[config.mk]
export PLATFORM = sky130hd
export DESIGN_NAME = round_robin_scheduler_core
export DESIGN_NICKNAME = d
export VERILOG_FILES = /design/src/sv/rrs_pkg.sv /design/src/sv/rrs_in_stage.sv /design/src/sv/rrs_sched.sv /design/src/sv/rrs_out_stage.sv /design/src/sv/round_robin_scheduler_core.sv
export SDC_FILE = /design/constraint.sdc
export NUM_CORES = 1
export LEC_CHECK = 0
export ABC_AREA = 1
export BUFFER_PORTS_ARGS = -buffer_cell sky130_fd_sc_hd__buf_2
export CAP_MARGIN = 20
export CORE_ASPECT_RATIO = 1.4
export CORE_MARGIN = 10
export CORE_UTILIZATION = 40
export DETAILED_ROUTE_END_ITERATION = 8
export PLACE_DENSITY_LB_ADDON = 0.3
export SYNTH_ARGS = -nofsm -noshare
export SYNTH_HDL_FRONTEND = slang
export SYNTH_HIERARCHICAL = 1
export SYNTH_SLANG_ARGS = --single-unit
[constraint.sdc]
create_clock -name clk -period 12.4 [get_ports clk]
set_input_delay 0.62 -clock clk [delete_from_list [all_inputs] [get_ports clk]]
set_output_delay 0.62 -clock clk [all_outputs]
set_load 0.01 [all_outputs]
[src/sv/rrs_pkg.sv]
// Shared constants and request/result types for the round-robin scheduler.
`timescale 1ns / 1ps

package rrs_pkg;

    localparam int MAX_PROCS = 16;
    localparam int TIME_BITS = 16;

    localparam int IDX_W  = (MAX_PROCS > 1) ? $clog2(MAX_PROCS) : 1;
    localparam int CNT_W  = $clog2(MAX_PROCS + 1);
    localparam int ID_W   = 4;
    localparam int SVC_W  = 10;
    localparam int Q_W    = 8;
    localparam int OUT_TW = 16;

    localparam int IN_DATA_W  = 16;
    localparam int OUT_DATA_W = 40;
    localparam int OUT_USER_W = 3;

    typedef enum logic {
        MODE_ARRIVE = 1'b0,
        MODE_TICK   = 1'b1
    } mode_t;

    typedef struct packed {
        mode_t             mode;
        logic [ID_W-1:0]   proc_id;
        logic [SVC_W-1:0]  svc_ticks;
    } req_t;

    typedef struct packed {
        logic              busy_res;
        logic [ID_W-1:0]   run_id;
        logic              completed;
        logic [OUT_TW-1:0] finish_time;
        logic [OUT_TW-1:0] turnaround;
        logic              rejected;
    } res_t;

    typedef struct packed {
        logic fire;
        logic load;
    } step_t;

endpackage

[src/sv/rrs_in_stage.sv]
// Input register holding one accepted request.
`timescale 1ns / 1ps

module rrs_in_stage
    import rrs_pkg::*;
(
    input  logic clk,
    input  logic rst_n,
    input  logic accept,
    input  logic advance,
    input  req_t req_in,
    output logic valid,
    output req_t req_out
);

    logic valid_reg;
    logic valid_next;
    req_t req_reg;

    always_comb
    begin
        valid_next = valid_reg;
        if (advance)
        begin
            valid_next = 1'b0;
        end
        if (accept)
        begin
            valid_next = 1'b1;
        end
    end

    always_ff @(posedge clk or negedge rst_n)
    begin
        if (!rst_n)
        begin
            valid_reg <= 1'b0;
        end
        else
        begin
            valid_reg <= valid_next;
        end
    end

    always_ff @(posedge clk)
    begin
        if (accept)
        begin
            req_reg <= req_in;
        end
    end

    assign valid   = valid_reg;
    assign req_out = req_reg;

endmodule

[src/sv/rrs_sched.sv]
// Ready queue, held process, arrival stamps, time counter and per-request result logic.
`timescale 1ns / 1ps

module rrs_sched
    import rrs_pkg::*;
(
    input  logic           clk,
    input  logic           rst_n,
    input  step_t          step,
    input  req_t           req,
    input  logic [Q_W-1:0] quantum,
    output res_t           res
);

    localparam int ID_SLOTS = 1 << ID_W;
    localparam logic [TIME_BITS-1:0] TIME_MAX = '1;
    localparam logic [Q_W-1:0] SLICE_MAX = '1;

    logic [ID_W-1:0]      ready_ids_reg [MAX_PROCS];
    logic [SVC_W-1:0]     ready_rem_reg [MAX_PROCS];
    logic [TIME_BITS-1:0] stamp_reg     [ID_SLOTS];

    logic [IDX_W-1:0]     head_reg, head_next;
    logic [IDX_W-1:0]     tail_reg, tail_next;
    logic [CNT_W-1:0]     count_reg, count_next;
    logic [Q_W-1:0]       slice_reg, slice_next;
    logic                 held_valid_reg, held_valid_next;
    logic [ID_W-1:0]      held_id_reg, held_id_next;
    logic [SVC_W-1:0]     held_rem_reg, held_rem_next;
    logic [TIME_BITS-1:0] now_reg, now_next;

    logic                 is_tick;
    logic                 arrive_ok;
    logic                 push_held;
    logic                 bypass;
    logic                 run;
    logic                 done;
    logic                 preempt;
    logic [CNT_W:0]       used_cnt;
    logic [CNT_W-1:0]     eff_count;
    logic [IDX_W-1:0]     tail_inc;
    logic [IDX_W-1:0]     head_inc;
    logic [ID_W-1:0]      head_id;
    logic [SVC_W-1:0]     head_rem;
    logic [SVC_W-1:0]     rem_dec;
    logic [Q_W-1:0]       slice_inc;
    logic [TIME_BITS-1:0] fin;
    logic [TIME_BITS-1:0] stamp;
    logic [TIME_BITS-1:0] ta;

    always_comb
    begin
        is_tick   = (req.mode == MODE_TICK);
        used_cnt  = {1'b0, count_reg} + (CNT_W+1)'(held_valid_reg);
        arrive_ok = !is_tick && (used_cnt < (CNT_W+1)'(MAX_PROCS));
        push_held = is_tick && held_valid_reg && (count_reg < CNT_W'(MAX_PROCS));
        eff_count = count_reg + CNT_W'(push_held);
        bypass    = push_held && (count_reg == '0);
        tail_inc  = (tail_reg == IDX_W'(MAX_PROCS - 1)) ? '0 : tail_reg + 1'b1;
        head_inc  = (head_reg == IDX_W'(MAX_PROCS - 1)) ? '0 : head_reg + 1'b1;
        head_id   = bypass ? held_id_reg  : ready_ids_reg[head_reg];
        head_rem  = bypass ? held_rem_reg : ready_rem_reg[head_reg];
        run       = is_tick && (eff_count != '0);
        rem_dec   = (head_rem == '0) ? '0 : head_rem - 1'b1;
        slice_inc = (slice_reg == SLICE_MAX) ? SLICE_MAX : slice_reg + 1'b1;
        done      = (rem_dec == '0);
        preempt   = !done && (slice_inc >= quantum);
        fin       = (now_reg == TIME_MAX) ? TIME_MAX : now_reg + 1'b1;
        stamp     = stamp_reg[head_id];
        ta        = (fin >= stamp) ? fin - stamp : '0;

        res             = '0;
        res.rejected    = !is_tick && !arrive_ok;
        res.busy_res    = run;
        res.run_id      = run ? head_id : '0;
        res.completed   = run && done;
        res.finish_time = (run && done) ? OUT_TW'(fin) : '0;
        res.turnaround  = (run && done) ? OUT_TW'(ta) : '0;

        head_next       = head_reg;
        tail_next       = tail_reg;
        count_next      = count_reg;
        slice_next      = slice_reg;
        held_valid_next = held_valid_reg;
        held_id_next    = held_id_reg;
        held_rem_next   = held_rem_reg;
        now_next        = now_reg;

        if (arrive_ok)
        begin
            tail_next  = tail_inc;
            count_next = count_reg + 1'b1;
        end
        if (is_tick)
        begin
            now_next   = fin;
            count_next = eff_count;
            if (push_held)
            begin
                tail_next       = tail_inc;
                held_valid_next = 1'b0;
            end
            if (run)
            begin
                slice_next = slice_inc;
                if (done || preempt)
                begin
                    head_next  = head_inc;
                    count_next = eff_count - 1'b1;
                    slice_next = '0;
                end
                if (preempt)
                begin
                    held_valid_next = 1'b1;
                    held_id_next    = head_id;
                    held_rem_next   = rem_dec;
                end
            end
        end
    end

    always_ff @(posedge clk or negedge rst_n)
    begin
        if (!rst_n)
        begin
            head_reg       <= '0;
            tail_reg       <= '0;
            count_reg      <= '0;
            slice_reg      <= '0;
            held_valid_reg <= 1'b0;
            held_id_reg    <= '0;
            held_rem_reg   <= '0;
            now_reg        <= '0;
        end
        else if (step.fire)
        begin
            head_reg       <= head_next;
            tail_reg       <= tail_next;
            count_reg      <= count_next;
            slice_reg      <= slice_next;
            held_valid_reg <= held_valid_next;
            held_id_reg    <= held_id_next;
            held_rem_reg   <= held_rem_next;
            now_reg        <= now_next;
        end
    end

    always_ff @(posedge clk)
    begin
        if (step.fire)
        begin
            if (arrive_ok)
            begin
                ready_ids_reg[tail_reg] <= req.proc_id;
                ready_rem_reg[tail_reg] <= req.svc_ticks;
                stamp_reg[req.proc_id]  <= now_reg;
            end
            if (push_held)
            begin
                ready_ids_reg[tail_reg] <= held_id_reg;
                if (!bypass)
                begin
                    ready_rem_reg[tail_reg] <= held_rem_reg;
                end
            end
            if (run)
            begin
                ready_rem_reg[head_reg] <= rem_dec;
            end
        end
    end

    a_occupancy: assert property (@(posedge clk) disable iff (!rst_n)
        ({1'b0, count_reg} + (CNT_W+1)'(held_valid_reg)) <= (CNT_W+1)'(MAX_PROCS))
        else $error("queue plus held process exceeds capacity");

    a_empty_ptrs: assert property (@(posedge clk) disable iff (!rst_n)
        (count_reg == '0) |-> (head_reg == tail_reg))
        else $error("empty queue with mismatched pointers");

    a_held_slice: assert property (@(posedge clk) disable iff (!rst_n)
        held_valid_reg |-> (slice_reg == '0))
        else $error("held process with nonzero slice count");

    a_done_slice: assert property (@(posedge clk) disable iff (!rst_n)
        (step.fire && res.completed) |=> (slice_reg == '0))
        else $error("slice not cleared after completion");

    a_time_mono: assert property (@(posedge clk) disable iff (!rst_n)
        step.fire |=> (now_reg >= $past(now_reg)))
        else $error("time counter went backward");

endmodule

[src/sv/rrs_out_stage.sv]
// Result register toward the output channel.
`timescale 1ns / 1ps

module rrs_out_stage
    import rrs_pkg::*;
(
    input  logic  clk,
    input  logic  rst_n,
    input  step_t step,
    input  logic  taken,
    input  res_t  res_in,
    output logic  valid,
    output res_t  res_out
);

    logic valid_reg;
    logic valid_next;
    res_t res_reg;

    always_comb
    begin
        valid_next = valid_reg;
        if (taken)
        begin
            valid_next = 1'b0;
        end
        if (step.load)
        begin
            valid_next = 1'b1;
        end
    end

    always_ff @(posedge clk or negedge rst_n)
    begin
        if (!rst_n)
        begin
            valid_reg <= 1'b0;
        end
        else
        begin
            valid_reg <= valid_next;
        end
    end

    always_ff @(posedge clk)
    begin
        if (step.load)
        begin
            res_reg <= res_in;
        end
    end

    assign valid   = valid_reg;
    assign res_out = res_reg;

endmodule

[src/sv/round_robin_scheduler_core.sv]
// Top level of the tick-driven round-robin scheduler.
// Usage:
//   s_axis carries one request: tuser = mode (0 arrival, 1 tick),
//   tdata = proc_id and svc_ticks. Every request yields exactly one
//   result on m_axis: tuser = busy_res, completed, rejected flags,
//   tdata = run_id, finish_time, turnaround.
//   cfg_valid/cfg_data write the quantum; cfg_ready is always high.
//   Write it only while no request is in flight.
//   Throughput: one request per cycle while m_axis is not stalled;
//   the queue, held process, slice, time counter and one stamp
//   entry are all the state a request touches, computed
//   combinationally between the input and result registers.
//   When m_axis stalls, the result register holds, the input register
//   fills, then s_axis_tready drops until the result is taken.
//   Reset clears the queue, held process, slice and time counter and
//   sets the quantum to 1; no clearing pass is needed.
`timescale 1ns / 1ps

module round_robin_scheduler_core
    import rrs_pkg::*;
(
    input  logic                  clk,
    input  logic                  rst_n,
    input  logic                  s_axis_tvalid,
    output logic                  s_axis_tready,
    input  logic [IN_DATA_W-1:0]  s_axis_tdata,   // proc_id[3:0], svc_ticks[13:4], zero pad
    input  logic                  s_axis_tuser,   // mode
    output logic                  m_axis_tvalid,
    input  logic                  m_axis_tready,
    output logic [OUT_DATA_W-1:0] m_axis_tdata,   // run_id[3:0], finish_time[19:4], turnaround[35:20]
    output logic [OUT_USER_W-1:0] m_axis_tuser,   // busy_res[0], completed[1], rejected[2]
    input  logic                  cfg_valid,
    output logic                  cfg_ready,
    input  logic [Q_W-1:0]        cfg_data
);

    logic           in_valid;
    logic           out_valid;
    logic           advance;
    logic           accept;
    req_t           req_in;
    req_t           req_cur;
    res_t           res_cur;
    res_t           res_out;
    step_t          step;
    logic [Q_W-1:0] quantum_reg;

    assign advance       = in_valid && (!out_valid || m_axis_tready);
    assign s_axis_tready = !in_valid || advance;
    assign accept        = s_axis_tvalid && s_axis_tready;
    assign step.fire     = advance;
    assign step.load     = advance;
    assign cfg_ready     = 1'b1;

    always_comb
    begin
        req_in           = '0;
        req_in.mode      = mode_t'(s_axis_tuser);
        req_in.proc_id   = s_axis_tdata[ID_W-1:0];
        req_in.svc_ticks = s_axis_tdata[ID_W+SVC_W-1:ID_W];
    end

    always_ff @(posedge clk or negedge rst_n)
    begin
        if (!rst_n)
        begin
            quantum_reg <= Q_W'(1);
        end
        else if (cfg_valid && cfg_ready)
        begin
            quantum_reg <= cfg_data;
        end
    end

    rrs_in_stage u_in (
        .clk     (clk),
        .rst_n   (rst_n),
        .accept  (accept),
        .advance (advance),
        .req_in  (req_in),
        .valid   (in_valid),
        .req_out (req_cur)
    );

    rrs_sched u_sched (
        .clk     (clk),
        .rst_n   (rst_n),
        .step    (step),
        .req     (req_cur),
        .quantum (quantum_reg),
        .res     (res_cur)
    );

    rrs_out_stage u_out (
        .clk     (clk),
        .rst_n   (rst_n),
        .step    (step),
        .taken   (m_axis_tready),
        .res_in  (res_cur),
        .valid   (out_valid),
        .res_out (res_out)
    );

    assign m_axis_tvalid = out_valid;
    assign m_axis_tdata  = {4'b0000, res_out.turnaround, res_out.finish_time, res_out.run_id};
    assign m_axis_tuser  = {res_out.rejected, res_out.completed, res_out.busy_res};

endmodule
==> impl_summary.txt, run 1 <==
----------------------------------------------------
[Synthesis]
  Sequential fraction of the synthesis area ... 61.6%
  Area share of the largest cell type after synthesis ... a little under three fifths
  Number of warnings issued by yosys ... 6
  Synthesis-stage register bit count ... 596
  Top cell type by total area after synthesis ... sky130_fd_sc_hd__edfxtp_1
  Number of unique standard cell types used by synthesis ... between 50 and 60
  Primary FF master, synth ... sky130_fd_sc_hd__edfxtp_1
  Number of cells produced by synthesis ... 2,892
  Fraction of registers with async set/reset ... 10.4%
  Area of the mapped netlist ... 28,500 µm²
  Area contributors post-synth ... sky130_fd_sc_hd__edfxtp_1 56%, sky130_fd_sc_hd__nand2_1 8.3%, sky130_fd_sc_hd__o21ai_0 6.1%
  Avg Inst Size Synth ... 9.87 µm²
  Number of flops mapped to enable cells by yosys ... 534

[Placed design]
  Port bufs ... just under 70
  HPWL Detailed ... 48,000 µm
  Last weighted congestion value of the routability-driven placer ... 0.907

[Floorplanning]
  Placeable core region ... 70,500 µm²
  Initial Utilization ... 40.5%
  Die W ... 246 µm
  Number of placement rows ... approximately 120
  Die boundary height ... 336 µm
  Die area ... 82,600 µm²
  I/O pin count ... 76

[Worst setup path]
  Register-to-register path setup slack ... 5380 ps
  Library cell appearing most often on the critical path ... sky130_fd_sc_hd__nand2_1
  Max FO, Critical Path ... 64
  Worst-case reg-to-reg path depth ... 36
  Startpoint of the worst register-to-register path ... u_sched/head_reg[0]
  Worst setup path class ... flip-flop to flip-flop
  Critical R2R Capture ... u_out/res_out[16]
  Stage delay of the slowest cell on the critical path ... 700 ps
  Required time at the worst-slack endpoint ... 12,800 ps
  Kind of start point of the critical path ... flip-flop
  Critical Path Sink Type ... flip-flop
  Arrival @ worst endpoint ... approximately 7400 ps
  Cell type of the slowest stage on the worst timing path ... sky130_fd_sc_hd__buf_4

[Clock network]
  Number of levels the H-tree was split into ... 2
  Post-CTS setup buffer count ... 0
  Post-cts repair resize count ... 0
  Quantity of hold-fixing buffers added after cts ... 0
  Num Clock Sinks ... 596
  Clock root buffer ... sky130_fd_sc_hd__clkbuf_16
  Post-CTS clock slew at the launch and capture registers of the worst setup and hold paths ... approximately 60 ps
  Worst skew pair latency ... 640 ps
  Clock Tree Buf Depth ... 3
  CTS buffer count ... 57
  CTS tree ... built

[Final layout]
  Fraction of final layout cells sized beyond drive strength 1 ... 9.17%
  Fin nets ... 2,994
  Ant. Diodes ... 0
  Largest register FFs ... about 260
  Area growth from synthesis to layout ... 11.1%

[Timing]
  Fin. max-slew vios ... 0
  Crit share post-route ... 56.6%
  Post-Route Skew ... 32.9 ps
  Time the worst path needs with I/O delays and setup ... ~7000 ps
  Upper clock frequency limit ... 142 MHz
  RSZ-0062 raised after global routing ... false
  Min Hold Slack ... 106 ps
  Relative slew slack ... about 28%
  Number of hold-slack violations in the final timing report ... 0
  Tightest Pin Transition ... 1080 ps
  Sum of negative setup slack ... 0 ps
  Final-report setup violation count ... 0

[Global route]
  Vias in the first global route ... 19.8k
  Global-route wire length before repair ... around 110,000 µm
  Antenna violations before repair ... 1
  Largest net degree at the start of global routing ... around 120
  Final global-route overflow total ... 0
  Global routing usage summed across all routing layers ... 17.7%

[Detailed routing]
  Initial DRT Pass Iterations ... 6
  Total number of vias ... 20.4k
  Routed len/inst ... ~19 µm
  DRC Markers ... 0
  Total Routed Length ... between 70,000 and 80,000 µm
  Via density ... 5.24
  Remaining number of nets flagged by the antenna check after routing ... 0
  First DRT Iteration DRCs ... 1,803

[Flow run]
  Number of max-cap violations ... 0

[Min path]
  Worst Hold Class ... input port to async pin

[Power]
  Worst IR Drop VDD ... 0.229 mV
  Ratio of total power to cell area ... 268 nW/µm²
  Leakage Power ... 0.0129 µW
  Total power ... between 8000 and 9000 µW

[Outcome]
  Status ... completed

----------------------------------------------------
[where the power goes]
group          switching (µW)  internal (µW)
clock                     767           1030
combinational            2970           1140
sequential                133           2460
total                    3870           4630
[per-layer routing]
metal  wire, µm  GRT usage, %  vias to the layer above
li1           -             -                     9825
met4       3380          8.34                        0
met3       3810          2.15                      153
met2      38900          32.2                      654
met1      28400          20.2                     9801
met5          0             0                        -
[cells in the mapped netlist, types with 5 or more instances]
master,count
sky130_fd_sc_hd__a21oi_1,130
sky130_fd_sc_hd__dfrtp_1,61
sky130_fd_sc_hd__inv_2,7
sky130_fd_sc_hd__nor2_2,6
sky130_fd_sc_hd__o31ai_1,11
sky130_fd_sc_hd__o22ai_1,6
sky130_fd_sc_hd__xor2_1,25
sky130_fd_sc_hd__xnor2_1,9
sky130_fd_sc_hd__nor2_1,219
sky130_fd_sc_hd__inv_1,338
sky130_fd_sc_hd__o221ai_1,14
sky130_fd_sc_hd__nand2_2,12
sky130_fd_sc_hd__edfxtp_1,534
sky130_fd_sc_hd__nand2_1,630
sky130_fd_sc_hd__buf_2,46
sky130_fd_sc_hd__nand3_1,170
sky130_fd_sc_hd__nand4_1,6
sky130_fd_sc_hd__buf_4,18
sky130_fd_sc_hd__o21ai_0,350
sky130_fd_sc_hd__buf_6,15
sky130_fd_sc_hd__nor3_1,17
sky130_fd_sc_hd__mux2i_1,8
sky130_fd_sc_hd__ha_1,44
sky130_fd_sc_hd__o21ai_1,33
sky130_fd_sc_hd__a32o_1,5
sky130_fd_sc_hd__o211ai_1,34
sky130_fd_sc_hd__clkbuf_1,73
sky130_fd_sc_hd__clkinv_1,17
[how the worst max path moves through the flow]
stage | end | slack, ps | from
2_1_floorplan | u_sched/ready_rem_reg[10][0] | 5530 | m_axis_tready
3_3_place_gp | u_out/res_out[16] | 5510 | u_sched/head_reg[0]
3_5_place_dp | u_out/res_out[16] | 5450 | u_sched/head_reg[0]
4_1_cts | u_out/res_out[16] | 5410 | u_sched/head_reg[0]
5_1_grt | u_out/res_out[16] | 4770 | u_sched/head_reg[0]
6_report | u_out/res_out[16] | 5380 | u_sched/head_reg[0]
[kinds of logic after synthesis]
kind of cell               after synthesis  synth area share (%)
AOI/OAI and AO/OA                      603                  11.5
xor gates and xnor gates                34                  1.04
adders and majority gates               45                  2.00
buffers and inverters                  518                  7.66
DFF                                    596                  61.6
muxes                                   11                 0.399
other                                    2                0.0263
and+or+nand+nor                       1083                  15.8
[stage by stage]
| step | setup WS [ps] | instances | utilization (%) | area, µm² |
|---|---|---|---|---|
| finish | 5380 | 3902 | 45.0 | 31700 |
| CTS | 5410 | 3897 | 44.8 | 31600 |
| global placement | 5510 | 3791 | 42.1 | 29700 |
| floorplan | 5530 | 2895 | - | 28500 |
| detailed placement | 5450 | 3791 | 42.1 | 29700 |
| global route | 4770 | 3902 | 45.0 | 31700 |
[final cells by class]
type                    instances  area (µm²)
repair buffers                120         783
flip-flops and latches        596       17600
inverters                     363        1370
well taps                     936        1170
fillers                      6601       38800
clock buffers                  71        1510
multi-input cells            1781        8850
clock inverters                35         425
[critical path: cells and delay by family (launching register included)]
kind | cells | cell delay, ps
DFF | 1 | 620
and+or+nand+nor | 19 | 1850
adders and majority gates | 1 | 310
buffers and inverters | 7 | 2530
AOI/OAI and AO/OA | 9 | 1350
[cells in the final DEF, fill, tap and decap left out, types with 17 or more instances in the layout]
master / instances
sky130_fd_sc_hd__a21oi_1: 130
sky130_fd_sc_hd__buf_2: 67
sky130_fd_sc_hd__buf_4: 48
sky130_fd_sc_hd__clkbuf_16: 57
sky130_fd_sc_hd__clkinv_1: 27
sky130_fd_sc_hd__dfrtp_1: 59
sky130_fd_sc_hd__edfxtp_1: 534
sky130_fd_sc_hd__ha_1: 44
sky130_fd_sc_hd__inv_1: 337
sky130_fd_sc_hd__nand2_1: 630
sky130_fd_sc_hd__nand3_1: 170
sky130_fd_sc_hd__nor2_1: 211
sky130_fd_sc_hd__nor3_1: 17
sky130_fd_sc_hd__o211ai_1: 34
sky130_fd_sc_hd__o21ai_0: 350
sky130_fd_sc_hd__o21ai_1: 25
sky130_fd_sc_hd__xor2_1: 25
Note: power is estimated with default switching activity, not from simulation.
==> run 2, diff against run 1 <==
clock period = 7.15 ns   (was 12.4 ns; I/O delays follow)
==> impl_summary.txt, run 2 (synthesis results as in run 1) <==
----------------------------------------------------
[Floorplanning]
  I/O pin count ... 76 (unchanged)
  Die W ... 246 µm (unchanged)
  Initial Utilization ... 40.5% (unchanged)
  Die area ... 82,600 µm² (unchanged)
  Placeable core region ... 70,500 µm² (unchanged)
  Number of placement rows ... 115 (unchanged)
  Die boundary height ... 336 µm (unchanged)

[Detailed routing]
  Total number of vias ... 20.6k (was 20.4k)
  Via density ... 5.23 (was 5.24)
  Initial DRT Pass Iterations ... 6 (unchanged)
  First DRT Iteration DRCs ... 1,818 (was 1,803)
  DRC Markers ... 0 (unchanged)
  Remaining number of nets flagged by the antenna check after routing ... 0 (unchanged)
  Total Routed Length ... 75,500 µm (was 74,600 µm)
  Routed len/inst ... 19.2 µm (was 19.1 µm)

[Final layout]
  Area growth from synthesis to layout ... 12.3% (was 11.1%)
  Ant. Diodes ... 0 (unchanged)
  Fraction of final layout cells sized beyond drive strength 1 ... 9.45% (was 9.17%)
  Fin nets ... 3,032 (was 2,994)
  Commonest non-fill, non-tap cells in the layout ... 630 x sky130_fd_sc_hd__nand2_1, 534 x sky130_fd_sc_hd__edfxtp_1, 350 x sky130_fd_sc_hd__o21ai_0 (unchanged)
  Largest register FFs ... 256 (unchanged)
  Most common library cell in the layout ignoring fill and taps ... sky130_fd_sc_hd__nand2_1 (unchanged)

[Flow run]
  Number of max-cap violations ... 0 (unchanged)

[Min path]
  Depth of the worst hold-timing path ... 3
  Hold-critical path endpoint ... quantum_reg[0]
  Worst Hold Class ... input port to flip-flop (was input port to async pin)
  Hold_sp ... cfg_valid

[Worst setup path]
  Startpoint of the worst register-to-register path ... u_sched/head_reg[0] (unchanged)
  Cell type of the slowest stage on the worst timing path ... sky130_fd_sc_hd__dfrtp_4 (was sky130_fd_sc_hd__buf_4)
  Kind of start point of the critical path ... flip-flop (unchanged)
  Library cell appearing most often on the critical path ... sky130_fd_sc_hd__nand2_1 (unchanged)
  Max FO, Critical Path ... 36 (was 64)
  Critical Path Sink Type ... flip-flop (unchanged)
  Worst-case reg-to-reg path depth ... 32 (was 36)
  Worst setup path class ... flip-flop to flip-flop (unchanged)
  Crit-path leading delay family ... compound AO/OA/AOI/OAI gates (was buffers and inverters)
  Count of buffering cells on the critical path with inverters included ... 5 (was 7)
  Arrival @ worst endpoint ... 6410 ps (was 7420 ps)
  Critical R2R Capture ... u_out/res_out[16] (unchanged)
  Stage delay of the slowest cell on the critical path ... 640 ps (was 700 ps)
  Register-to-register path setup slack ... 1150 ps (was 5380 ps)
  Required time at the worst-slack endpoint ... 7560 ps (was 12,800 ps)

[Clock network]
  CTS tree ... built (unchanged)
  Worst skew pair latency ... 650 ps (was 640 ps)
  Clock Tree Buf Depth ... 3 (unchanged)
  Num Clock Sinks ... 596 (unchanged)
  CTS buffer count ... 58 (was 57)
  Post-cts repair resize count ... 0 (unchanged)
  Clock root buffer ... sky130_fd_sc_hd__clkbuf_16 (unchanged)
  Number of levels the H-tree was split into ... 2 (unchanged)
  Post-CTS clock slew at the launch and capture registers of the worst setup and hold paths ... 70 ps (was 60 ps)

[Timing]
  Fin. max-slew vios ... 0 (unchanged)
  Sum of negative setup slack ... 0 ps (unchanged)
  Time the worst path needs with I/O delays and setup ... 6000 ps (was 7020 ps)
  Relative slew slack ... 24.3% (was 27.6%)
  RSZ-0062 raised after global routing ... false (unchanged)
  Post-Route Skew ... 32.1 ps (was 32.9 ps)
  Worst-case setup margin in the final layout ... 1150 ps (was 5380 ps)
  Number of hold-slack violations in the final timing report ... 0 (unchanged)
  Final-report setup violation count ... 0 (unchanged)
  Crit share post-route ... 83.9% (was 56.6%)
  Upper clock frequency limit ... 167 MHz (was 142 MHz)
  Tightest Pin Transition ... 1130 ps (was 1080 ps)

[Power]
  Ratio of total power to cell area ... 463 nW/µm² (was 268 nW/µm²)
  Leakage Power ... 0.0130 µW (was 0.0129 µW)
  Worst IR Drop VDD ... 0.481 mV (was 0.229 mV)

[Placed design]
  HPWL Detailed ... 49,200 µm (was 48,000 µm)
  Worst slack after detailed placement ... 1130 ps (was 5450 ps)
  Port bufs ... 68 (unchanged)
  Last weighted congestion value of the routability-driven placer ... 0.867 (was 0.907)

[Global route]
  Largest net degree at the start of global routing ... 121 (was 115)
  Antenna violations before repair ... 1 (unchanged)
  Final global-route overflow total ... 0 (unchanged)
  Global-route wire length before repair ... 115,000 µm (was 114,000 µm)
  Vias in the first global route ... 20.0k (was 19.8k)
  Global routing usage summed across all routing layers ... 17.9% (was 17.7%)

[Outcome]
  Status ... completed (unchanged)

----------------------------------------------------
## run 2: cell count changes in the layout (fill, tap and decap cells not counted), moves of 2 or more
| cell | delta |
|---|---|
| sky130_fd_sc_hd__buf_4 | +8 |
| sky130_fd_sc_hd__clkbuf_1 | +5 |
| sky130_fd_sc_hd__clkinv_2 | +2 |
| sky130_fd_sc_hd__dlygate4sd3_1 | +25 |
| sky130_fd_sc_hd__bufinv_16 | -2 |
| sky130_fd_sc_hd__clkinv_1 | -4 |
## run 2: how the worst max path moves through the flow
stage,startpoint,end,slack [ps],cells past startpoint
after global placement,u_sched/head_reg[0],u_out/res_out[16],1130,32
after detailed placement,u_sched/head_reg[0],u_out/res_out[16],1130,32
after CTS,u_sched/head_reg[0],u_out/res_out[16],1100,32
after global routing,u_sched/head_reg[0],u_out/res_out[16],530,32
final,u_sched/head_reg[0],u_out/res_out[16],1150,32
after floorplan,u_out/valid,u_sched/ready_rem_reg[10][0],480,9
## run 2: timing repair
item                                   4_1_cts  5_1_grt
setup buffers                                0        0
endpoints found under the hold margin       85        0
hold buffers                                25        0
setup endpoints to repair                    0        0
## run 2: metal layers
layer / GRT usage (%) / up-vias / wire [µm]
met5: 0 / - / 0
met4: 9.13 / 0 / 4080
met3: 2.34 / 205 / 3940
met2: 32.5 / 638 / 39000
met1: 20.3 / 9861 / 28500
li1: - / 9899 / -
## run 2: worst reg2reg max path, delay by kind of cell, from the launching register on
family / cells / cell delay, ps
flip-flops: 1 / 640
AO/OA/AOI/OAI: 9 / 1720
adder cells (fa/ha/maj): 2 / 540
AND/OR/NAND/NOR: 16 / 1510
buffers and inverters: 5 / 1340
## run 2: layout make-up
cell class | instances | area (µm²)
Sequential cell | 596 | 17600
Clock buffer | 76 | 1540
Clock inverter | 32 | 360
Inverter | 363 | 1370
Timing Repair Buffer | 157 | 1150
Tap cell | 936 | 1170
Multi-Input combinational cell | 1781 | 8850
Fill cell | 6617 | 38500
## run 2: through the flow
stage | power, µW | area [µm²] | utilization [%] | std cells | hold slack (ps)
floorplan | 9500 | 28500 | - | 2895 | 61.9
global placement | 11600 | 29700 | 42.2 | 3799 | 468
detailed placement | 11800 | 29800 | 42.2 | 3801 | 474
CTS | 14900 | 31900 | 45.3 | 3934 | 60.4
global route | 15900 | 32000 | 45.4 | 3941 | 103
finish | 14800 | 32000 | 45.4 | 3941 | 92.4
## run 2: report_power, final
group          total [µW]  switching, µW  internal (µW)
sequential           4510            253           4260
combinational        7220           5170           2060
clock                3090           1340           1740
==> run 3, diff against run 2 <==
clock period = 5.3 ns   (was 7.15 ns; I/O delays follow)
==> impl_summary.txt, run 3 (synthesis results as in run 1) <==
----------------------------------------------------
[Outcome]
  Status ... completed (unchanged)

[Clock network]
  Post-CTS clock slew at the launch and capture registers of the worst setup and hold paths ... 70 ps (about the same)
  Num Clock Sinks ... 596 (unchanged)
  Clock root buffer ... sky130_fd_sc_hd__clkbuf_16 (unchanged)
  CTS buffer count ... 56 (was 58)
  Number of levels the H-tree was split into ... 2 (unchanged)
  Clock Tree Buf Depth ... 3 (unchanged)
  Worst skew pair latency ... 640 ps (was 650 ps)
  CTS tree ... built (unchanged)

[Placed design]
  Dpl cells ... 3,843 (was 3,801)
  HPWL Detailed ... 50,200 µm (was 49,200 µm)
  Last weighted congestion value of the routability-driven placer ... 0.882 (was 0.867)
  Port bufs ... 68 (unchanged)

[Final layout]
  Final cell count without fillers ... 4,005 (was 3,941)
  Number of fill cells ... 6,552 (was 6,617)
  Commonest non-fill, non-tap cells in the layout ... 627 x sky130_fd_sc_hd__nand2_1, 534 x sky130_fd_sc_hd__edfxtp_1, 349 x sky130_fd_sc_hd__o21ai_0 (was 630 x sky130_fd_sc_hd__nand2_1, 534 x sky130_fd_sc_hd__edfxtp_1, 350 x sky130_fd_sc_hd__o21ai_0)
  Fin nets ... 3,097 (was 3,032)
  Most common library cell in the layout ignoring fill and taps ... sky130_fd_sc_hd__nand2_1 (unchanged)
  Fraction of final layout cells sized beyond drive strength 1 ... 11.4% (was 9.45%)
  Area used by multi-input combinational logic ... 8900 µm² (was 8850 µm²)
  Largest register FFs ... 256 (unchanged)
  Ant. Diodes ... 0 (unchanged)
  Area growth from synthesis to layout ... 14.7% (was 12.3%)
  Area taken by flip-flops and latches ... 17,600 µm² (unchanged)

[Worst setup path]
  Worst setup path class ... flip-flop to flip-flop (unchanged)
  Max FO, Critical Path ... 41 (was 36)
  Stage delay of the slowest cell on the critical path ... 420 ps (was 640 ps)
  Crit-path leading delay family ... compound AO/OA/AOI/OAI gates (unchanged)
  Count of buffering cells on the critical path with inverters included ... 7 (was 5)
  Kind of start point of the critical path ... flip-flop (unchanged)
  Critical Path Sink Type ... flip-flop (unchanged)
  Required time at the worst-slack endpoint ... 5690 ps (was 7560 ps)
  Arrival @ worst endpoint ... 5270 ps (was 6410 ps)
  Cell type of the slowest stage on the worst timing path ... sky130_fd_sc_hd__dfrtp_1 (was sky130_fd_sc_hd__dfrtp_4)

[Timing]
  Time the worst path needs with I/O delays and setup ... 4890 ps (was 6000 ps)
  Number of hold-slack violations in the final timing report ... 0 (unchanged)
  Final-report setup violation count ... 0 (unchanged)
  RSZ-0062 raised after global routing ... false (unchanged)
  Post-Route Skew ... 32.9 ps (was 32.1 ps)
  Upper clock frequency limit ... 205 MHz (was 167 MHz)
  Tightest Pin Transition ... 1030 ps (was 1130 ps)
  Crit share post-route ... 92.2% (was 83.9%)
  Relative slew slack ... 31.4% (was 24.3%)
  Sum of negative setup slack ... 0 ps (unchanged)
  Fin. max-slew vios ... 0 (unchanged)

[Power]
  Leakage Power ... 0.0134 µW (was 0.0130 µW)
  Total power ... 20,800 µW (was 14,800 µW)
  Ratio of total power to cell area ... 637 nW/µm² (was 463 nW/µm²)
  Worst IR Drop VDD ... 0.498 mV (was 0.481 mV)

[Global route]
  Global-route wire length before repair ... 116,000 µm (was 115,000 µm)
  Largest net degree at the start of global routing ... 79 (was 121)
  Antenna violations before repair ... 3 (was 1)
  Global routing usage summed across all routing layers ... 17.9% (about the same)
  Vias in the first global route ... 20.2k (was 20.0k)
  Final global-route overflow total ... 0 (unchanged)

[Detailed routing]
  DRC Markers ... 0 (unchanged)
  Initial DRT Pass Iterations ... 6 (unchanged)
  Via density ... 5.17 (was 5.23)
  Remaining number of nets flagged by the antenna check after routing ... 0 (unchanged)
  Routed len/inst ... 19.0 µm (was 19.2 µm)
  First DRT Iteration DRCs ... 1,724 (was 1,818)
  Total Routed Length ... 76,300 µm (was 75,500 µm)
  Total number of vias ... 20.7k (was 20.6k)

[Floorplanning]
  Placeable core region ... 70,500 µm² (unchanged)
  Die boundary height ... 336 µm (unchanged)
  I/O pin count ... 76 (unchanged)
  Die W ... 246 µm (unchanged)
  Initial Utilization ... 40.5% (unchanged)
  Number of placement rows ... 115 (unchanged)
  Die area ... 82,600 µm² (unchanged)

[Flow run]
  Number of max-cap violations ... 0 (unchanged)

[Min path]
  Worst Hold Class ... input port to flip-flop (unchanged)

----------------------------------------------------
[run 3: worst paths after layout]
path / startpoint / cells past startpoint / end / slack [ps]
setup / recovery: u_sched/count_reg[0] / 29 / u_out/res_out[12] / 410
hold / removal: cfg_valid / 3 / quantum_reg[6] / 30
max in group asynchronous: rst_n / 2 / u_sched/head_reg[0] / 4280
min in group asynchronous: rst_n / 2 / quantum_reg[1] / 310
setup reg to reg: u_sched/count_reg[0] / 29 / u_out/res_out[12] / 410
hold reg to reg: u_sched/held_rem_reg[1] / 2 / u_sched/held_rem_reg[1] / 490
[run 3: metal layers]
layer	share of wire, %	track usage (%)	vias up
li1	-	-	10000
met1	37	20.0	9941
met2	53	33.1	595
met3	5.0	2.36	137
met4	4.6	8.45	0
met5	0	0	-
[run 3: tightest hold or removal path, cell delays in order]
cell                      delay (ps)
sky130_fd_sc_hd__buf_2           170
sky130_fd_sc_hd__nand2_1          80
sky130_fd_sc_hd__o21ai_0          80
[run 3: layout make-up]
type | count | share of cell area (%)
clock buffer | 71 | 4.64
multi-input combinational | 1782 | 27.2
tap | 936 | 3.58
sequential | 596 | 53.8
clock inverter | 34 | 1.22
inverter | 363 | 4.21
timing repair buffer | 223 | 5.41
[run 3: power by group]
| part | internal [µW] | switching, µW | leakage, µW |
|---|---|---|---|
| Sequential | 5750 | 221 | 0.00604 |
| Clock | 2380 | 1800 | 0.000922 |
| Combinational | 3380 | 7320 | 0.00645 |
[run 3: through the flow]
step | cell area, µm² | setup slack (ps) | hold slack (ps) | util [%]
global placement | 30100 | 214 | 428 | 42.7
CTS | 32400 | 84.7 | 3.18 | 46.0
detailed placement | 30200 | 121 | 438 | 42.8
global route | 32700 | 5.48 | 45.9 | 46.4
floorplan | 28600 | 612 | -30.6 | -
finish | 32700 | 414 | 30.3 | 46.4
[run 3: what timing repair did]
| action | 4_1_cts | 5_1_grt |
|---|---|---|
| hold buffers | 33 | 0 |
| setup endpoints to repair | 0 | 16 |
| setup buffers | 0 | 16 |
| endpoints found under the hold margin | 85 | 0 |
| gates resized for setup | 0 | 21 |
